===== src/rtl/core/taylor_sin_cos_tan_degrees_top_assert.svh =====
// Assertion macros for the trig pipeline
`ifndef TAYLOR_SIN_COS_TAN_DEGREES_TOP_ASSERT_SVH
`define TAYLOR_SIN_COS_TAN_DEGREES_TOP_ASSERT_SVH
`ifndef SYNTHESIS
`define TSCT_ASSERT_IMPL(label, clk, rst_n, prop, msg) \
  label: assert property (@(posedge clk) disable iff (!rst_n) prop) else $error(msg);
`define TSCT_ASSERT_RST(label, clk, rst_n, prop, msg) \
  label: assert property (@(posedge clk) prop) else $error(msg);
`else
`define TSCT_ASSERT_IMPL(label, clk, rst_n, prop, msg)
`define TSCT_ASSERT_RST(label, clk, rst_n, prop, msg)
`endif
`endif


===== src/rtl/core/tsct_pkg.sv =====
// Shared constants and types for the degree trig pipeline
`timescale 1ns / 1ps
package tsct_pkg;
  localparam int AngleW = 22;
  localparam int SeriesTermsDef = 10;
  localparam logic [15:0] TurnUnits = 16'd46080;
  localparam logic [13:0] QuadUnits = 14'd11520;
  localparam logic [31:0] PiQ30 = 32'hC90FDAA2;
  localparam logic [31:0] OneQ30 = 32'h40000000;
  localparam int DivSteps = 47;

  typedef logic [1:0] quad_t;

  // Divisor of the i-th Taylor term, as used in the reference scaling.
  function automatic logic [9:0] term_den(input int i, input logic odd);
    int a;
    begin
      a = 2 * i;
      term_den = odd ? 10'(a * (a + 1)) : 10'((a - 1) * a);
    end
  endfunction
endpackage


===== src/rtl/core/tsct_reduce.sv =====
// Angle reduction to quadrant and radian offset, three stages
`timescale 1ns / 1ps
module tsct_reduce
  import tsct_pkg::*;
(
  input  logic              clk,
  input  logic              rst_n,
  input  logic              en,
  input  logic              in_v,
  input  logic [AngleW-1:0] angle,
  output logic              out_v,
  output quad_t             quad,
  output logic [31:0]       x_q30
);
  localparam logic [31:0] HalfTurn = 32'(2 * QuadUnits);
  // PiQ30 = HalfTurn * PiStep + PiRem, so off * PiQ30 splits into two short products
  localparam logic [17:0] PiStep = 18'(PiQ30 / HalfTurn);
  localparam logic [14:0] PiRem = 15'(PiQ30 % HalfTurn);
  // 2^25 / 45 rounded up: exact quotient for any dividend below 2^19
  localparam logic [19:0] Recip45 = 20'd745655;

  logic        v1_r, v2_r, v3_r;
  logic [15:0] r_r;
  logic [1:0]  q2_r, q3_r;
  logic [31:0] whole_r;
  logic [27:0] frac_r;
  logic [15:0] r_nxt;
  logic [13:0] off_nxt;
  logic [1:0]  q_nxt;
  logic [6:0]  hi;
  logic [21:0] rem;
  logic [18:0] n9;
  logic [38:0] qf;

  // Modulo 360: quotient estimate by reciprocal, then up to two corrections.
  always_comb begin
    hi = 7'((33'(angle) * 33'd1456) >> 26);
    rem = angle - 22'(hi * TurnUnits);
    if (rem >= 22'(TurnUnits)) rem = rem - 22'(TurnUnits);
    if (rem >= 22'(TurnUnits)) rem = rem - 22'(TurnUnits);
    r_nxt = rem[15:0];
  end

  always_comb begin
    if (r_r >= 16'(3 * QuadUnits)) begin
      q_nxt = 2'd3; off_nxt = 14'(r_r - 16'(3 * QuadUnits));
    end else if (r_r >= 16'(2 * QuadUnits)) begin
      q_nxt = 2'd2; off_nxt = 14'(r_r - 16'(2 * QuadUnits));
    end else if (r_r >= 16'(QuadUnits)) begin
      q_nxt = 2'd1; off_nxt = 14'(r_r - 16'(QuadUnits));
    end else begin
      q_nxt = 2'd0; off_nxt = r_r[13:0];
    end
  end

  // Divide the remainder part by 23040 = 2^9 * 45: shift, then reciprocal of 45.
  always_comb begin
    n9 = frac_r[27:9];
    qf = 39'(n9) * 39'(Recip45);
  end

  always_ff @(posedge clk) begin
    if (!rst_n) begin
      v1_r <= 1'b0; v2_r <= 1'b0; v3_r <= 1'b0;
    end else if (en) begin
      v1_r <= in_v; v2_r <= v1_r; v3_r <= v2_r;
    end
  end
  always_ff @(posedge clk) begin
    if (en) begin
      r_r <= r_nxt;
      q2_r <= q_nxt;
      whole_r <= 32'(off_nxt) * 32'(PiStep);
      frac_r <= 28'(off_nxt) * 28'(PiRem) + 28'(QuadUnits);
      q3_r <= q2_r;
      x_q30 <= whole_r + 32'(qf[38:25]);
    end
  end
  assign out_v = v3_r;
  assign quad = q3_r;
endmodule


===== config.mk =====
export PLATFORM = sky130hd
export DESIGN_NAME = tsct_reduce
export DESIGN_NICKNAME = d
export VERILOG_FILES = /design/src/rtl/core/taylor_sin_cos_tan_degrees_top_assert.svh /design/src/rtl/core/tsct_pkg.sv /design/src/rtl/core/tsct_reduce.sv
export SDC_FILE = /design/constraint.sdc
export NUM_CORES = 1
export LEC_CHECK = 0
export BUFFER_PORTS_ARGS = -buffer_cell sky130_fd_sc_hd__buf_2
export CORE_ASPECT_RATIO = 0.7
export CORE_MARGIN = 5
export CORE_UTILIZATION = 40
export DETAILED_ROUTE_END_ITERATION = 16
export SLEW_MARGIN = 10
export SYNTH_ARGS = -nofsm -noshare
export SYNTH_HDL_FRONTEND = slang
export SYNTH_SLANG_ARGS = --single-unit

===== constraint.sdc =====
create_clock -name clk -period 14.25 [get_ports clk]
set_input_delay 2.1375 -clock clk [delete_from_list [all_inputs] [get_ports clk]]
set_output_delay 2.1375 -clock clk [all_outputs]
set_load 0.02 [all_outputs]

# Word level (Yosys, flattened, before mapping)
# Cells that the tools add are included.
# W data, S select, Z words.
[op_classes]
n_mul = 5
n_reduce_logical = 1
mux = 7
n_lt_le_gt_ge = 5
add_sub_neg = 8
[ops]
columns = ["cell", "count"]
rows = [
  ["$ge A22 B16 Y1 const B", 2],
  ["$mux W14", 3],
  ["$mul A19 B20 Y39 const B", 1],
  ["$add A32 B14 Y32", 1],
  ["$mul A14 B15 Y29 const B", 1],
  ["$mul A22 B7 Y29 const B", 1],
  ["$add A28 B14 Y28 const B", 1],
  ["$mul A14 B14 Y27 const B", 1],
  ["$mux W22", 1],
  ["$sub A22 B16 Y22 const B", 1],
  ["$sub A22 B22 Y22", 1],
  ["$ge A16 B14 Y1 const B", 1],
  ["$ge A16 B15 Y1 const B", 1],
  ["$ge A16 B16 Y1 const B", 1],
  ["$mux W16", 1],
  ["$sub A16 B16 Y16 const B", 1],
  ["$sub A14 B11 Y14 const B", 1],
  ["$sub A14 B13 Y14 const B", 1],
  ["$sub A14 B14 Y14 const B", 1],
  ["$mul A7 B6 Y12 const B", 1],
  ["$mux W1", 2],
  ["$reduce_or A2 Y1", 1],
]
[totals]
register_bits = 112
out_inout_bits = 35
inputBits = 26
elab_cells = 36

# Depth between registers and ports, before layout
[logic_depth]
word_depth = 7
mapped_depth = 52

# Least setup slack after synthesis
# OpenSTA, ideal clock, no wires.
[synth_timing]
kind = "input port to flip-flop"
from = "in angle[16]"
to = "reg r_r[13] (data pin)"
cell_stages = 51
arrival_ns = 12.068
setup_time_ns = 0.275
slack_ns = 1.907
path_cell_list = "ha_1 -> inv_1 -> fa_1 -> inv_1 -> fa_1 -> inv_1 -> fa_1 -> inv_1 -> ha_1 -> a211o_1 -> a2111oi_0 -> o221a_2 -> a21oi_1 -> o21ai_0 -> nand2b_1 -> and2_1 -> o21ai_0 -> a21boi_1 -> (+15 left out) -> o21ai_0 -> a31o_2 -> a21oi_1 -> xor2_1 -> nand2b_1 -> mux2i_1 -> nand2_1 -> o21ai_0 -> ha_1 -> inv_1 -> a31oi_1 -> nor2_1 -> nand3_1 -> o21ai_0 -> o31ai_1 -> nand2_1 -> o2bb2ai_1 -> xor2_1"
[synth_via]
elab_chain_len = 7
elab_cells_between_ends = 9
[synth_lines]
columns = ["item", "line_no", "text"]
rows = [
  ["from (decl)", "tsct_reduce.sv:10", "input logic [AngleW-1:0] angle,"],
  ["$mul A22 B7 Y29", "tsct_reduce.sv:37", "hi = 7'((33'(angle) * 33'd1456) >> 26);"],
  ["$mul A7 B6 Y12", "tsct_reduce.sv:38", "rem = angle - 22'(hi * TurnUnits);"],
  ["$sub A22 B22 Y22 *", "tsct_reduce.sv:38", ""],
  ["$sub A22 B16 Y22 or $ge A22 B16 Y1 (tied branches)", "tsct_reduce.sv:39", "if (rem >= 22'(TurnUnits)) rem = rem - 22'(TurnUnits);"],
  ["$mux W22 *", "tsct_reduce.sv:39", ""],
  ["$ge A22 B16 Y1 or $sub A16 B16 Y16 (tied branches)", "tsct_reduce.sv:40", "if (rem >= 22'(TurnUnits)) rem = rem - 22'(TurnUnits);"],
  ["$mux W16 *", "tsct_reduce.sv:40", ""],
  ["via rem[13]", "tsct_reduce.sv:31", "logic [21:0] rem;"],
  ["to (signal assigned)", "tsct_reduce.sv:71", "r_r <= r_nxt;"],
  ["to (decl)", "tsct_reduce.sv:23", "logic [15:0] r_r;"],
]
# Mark *: on every way through the listed nets, which the timed path passes. The rest lies on a longest branch.
# A chain may end at the register's enable or synchronous reset.

# Final worst setup path
[layout_timing]
from = "in angle[18]"
to = "reg r_r[13] (data pin)"
# The elaborated chain is that of the path after synthesis.

==> run summary <==
The count of unresolved DRC violations after routing came out at 0. The area overhead of the layout relative to synthesis is 7.20%. The multi-input logic area came out at ~0.016 mm2. The post-route minimum period is around 13 ns. In this run the post-CTS setup repair buffer count came out at 0. The overall die height is 205 um.

The final hold violation count is 0. CTS saw just over 100 sinks. For this configuration, the core starts out at a cell density of 40.4%. The normalized max-slew margin came out at about a quarter. The data required time of the critical path is roughly 14 ns. The floorplan step defined a core boundary enclosing around 0.054 mm2. The floorplan step set the die width to 288 um. The total of buffers placed on input and output ports came out at 60.

Counting the fill cells in the layout gives ~5300. Using the TritonRoute via totals, the vias-per-cell ratio works out to slightly below 5. The final count of pins violating max slew is 0. The first global-routing pass estimated approximately 77000 um of wire.

The final RePlAce weighted congestion is 0.860. The sequential element share of the synthesized area is about 14%. STA classifies the critical path endpoint as a flip-flop. Counting instances in the post-synthesis netlist gives the leading cell types as sky130_fd_sc_hd__inv_1, sky130_fd_sc_hd__ha_1, sky130_fd_sc_hd__fa_1. The number of cells on the worst reg-to-reg path is 35. The synthesized design contains 100 enable-type register cells. The initialized floorplan defines 71 standard-cell rows. Detailed routing inserted a total of approximately 15000 vias. The arrival time reported for the critical path endpoint is roughly 13 ns.

The average wire per standard cell is between 15 and 20 um. The endpoint identified for the worst register-to-register timing path is x_q30[27]$_DFFE_PP_. For this run, the total global-route usage over all layers was measured as between 15 and 20%. The TritonCTS clock tree is yes. Ranked by total cell area, the synthesized netlist is headed by sky130_fd_sc_hd__fa_1, sky130_fd_sc_hd__ha_1, sky130_fd_sc_hd__edfxtp_1, sky130_fd_sc_hd__inv_1, sky130_fd_sc_hd__xnor2_1. The via count of the first global-routing pass came out at around 15000. In the post-synthesis netlist, the cell with the most instances is sky130_fd_sc_hd__inv_1. The worst setup path is of the in -> reg kind. The worst hold path was traced through 0 stages. The number of diodes added for antenna fixing came out at 0. The aggregate global routing overflow came out at 0. The clock reaches the later pin of the worst-skew pair after around 0.39 ns. The ratio of cells with drive above 1 in the final layout is roughly 5.3%. The worst hold path terminates at quad[0]$_DFFE_PP_. The number of nets in the synthesized netlist is 2951. The final worst-path cycle share is between 90% and 100%. The number of H-tree levels is 3. Summed over all failing endpoints, the final setup total negative slack is 0 ns.

In this run the cell area of the synthesized design comes to ~0.022 mm2. In this run, the number of DRC markers left after iteration 0 of detailed routing was roughly 780. The number of clock buffers added by TritonCTS is 9.

Entering global routing, the biggest net connects 60 pins. The CTS root buffer is sky130_fd_sc_hd__clkbuf_16. For this run, asynchronously set or reset flops after synthesis account for 0%. The post-synthesis register bit count came out at 103. The routed design has 45400 um of wire.

The estimated wirelength of the detail-placed design is 40000 um. The startpoint identified for the worst hold timing path is q2_r[0]$_SDFFCE_PN1P_. Setup violations remaining at the end of the flow were counted as 0. The upper clock frequency limit came out at around 77 MHz. The number of ports placed on the die boundary came out at just over 60. The sequential cell area in the final layout came out at around 0.0031 mm2. The run finished with clean final reports.

The worst setup path is launched from an input port. The slack of the worst reg-to-reg path came out at around 5 ns. Among all flip-flop cells after synthesis, the most frequent one is sky130_fd_sc_hd__edfxtp_1. The top cell type by area accounts for a little over a quarter of the synthesized area. The cell type of the slowest stage on the worst timing path is sky130_fd_sc_hd__fa_1. The clock-pin slew on the worst setup and hold paths came out at around 0.07 ns. The largest fanout on the critical path came out at 9. The worst-case clock skew came out at roughly 0.013 ns. The type of the tightest min-delay check is reg -> reg. Setup repair after global routing left no endpoint under its margin. The cell count after synthesis came out at about 2200.

The number of nets at the end of the flow came out at around 3000. The pin slew with the least headroom to its limit came out at 1.14 ns. The number of buffers on the longest clock path came out at 2.

In this run the remaining antenna-violating nets after routing total 0. The count of hold buffers inserted by post-cts repair came out at 0. In this run the critical register-to-register path is launched from frac_r[17]$_DFFE_PP_. The pre-antenna-repair detailed-routing pass consisted of 5 iterations. Summed over all instances, the cell type with the most area after synthesis is sky130_fd_sc_hd__fa_1. The die covers around 0.059 mm2.

The count of max-cap constraint violations is 0. The initial antenna violation count came to 0. The total of warnings raised by yosys came out at 0. The count of different cell masters after synthesis came out at 77.

The stage delay of the slowest cell on the critical path came out at about 0.53 ns. A synthesized cell averages 10.0 um2.
## final cells by class
class	instances	area share, %
tap	730	3.93
timing repair buffer	67	1.53
multi-input combinational	1470	70.7
clock inverter	7	0.340
sequential	103	13.2
clock buffer	9	0.970
inverter	574	9.28
## registers in the layout (all words and copies together), names as in the netlist
name,cells
out_v,1
q2_r,2
v1_r,1
r_r,16
quad,2
x_q30,32
whole_r,29
v2_r,1
frac_r,19
## kinds of logic after synthesis
group / count (synthesis) / share of synthesized area, %
adders and majority gates: 769 / 54.7
AOI/OAI and AO/OA: 280 / 8.66
xor gates and xnor gates: 137 / 5.54
and+or+nand+nor: 276 / 6.41
buffers and inverters: 584 / 10.2
muxes: 8 / 0.381
DFF: 103 / 14.1
## per-layer routing
metal  GRT usage (%)  wire length [um]
met4            1.65               262
met2            24.2             19100
met3            3.56              2530
met1            24.7             23500
met5               0                 0
## worst max-delay path: cells and delay by family
family          cells  cell delay, ns
compound gates     19            4.02
xor+xnor            5            1.01
buf+inv             8            0.54
mux                 1            0.36
simple gates        8            1.03
fa+ha+maj          11            4.05
## cell usage in the layout, fill, tap and decap left out, drive strengths merged, types with 31 or more instances in the layout
cell / count
a21o: 31
a21oi: 96
buf: 67
edfxtp: 100
fa: 297
ha: 471
inv: 577
nand2: 64
nor2: 72
o21ai: 48
xnor2: 92
xor2: 45
## per-stage QoR
stage	setup WS [ns]	hold WS, ns	cells	utilization, %	area, um2
floorplan	1.91	0.400	2157	-	21700
global placement	1.00	0.455	2944	42.7	22900
CTS	0.941	0.472	2960	43.2	23200
global route	0.0201	0.484	2960	43.3	23200
finish	1.20	0.454	2960	43.3	23200
detailed placement	0.589	0.454	2944	42.7	22900
## worst max-delay path by stage
stage | startpoint | end | slack (ns) | cells after the start
after floorplan | angle[16] | r_r[13]$_DFFE_PP_ | 1.91 | 51
after global placement | angle[18] | r_r[13]$_DFFE_PP_ | 1.0 | 52
after detailed placement | angle[18] | r_r[13]$_DFFE_PP_ | 0.59 | 52
after CTS | angle[18] | r_r[13]$_DFFE_PP_ | 0.94 | 52
after global routing | angle[18] | r_r[13]$_DFFE_PP_ | 0.02 | 52
final | angle[18] | r_r[13]$_DFFE_PP_ | 1.20 | 52
## repair_timing
action / 4_1_cts / 5_1_grt
hold endpoints to repair: 0 / 0
endpoints found under the setup margin: 0 / 4
gates resized for setup: 0 / 5
Power is not shown: default switching activity piles up to over one toggle a cycle in this logic, so the estimate is an artifact.
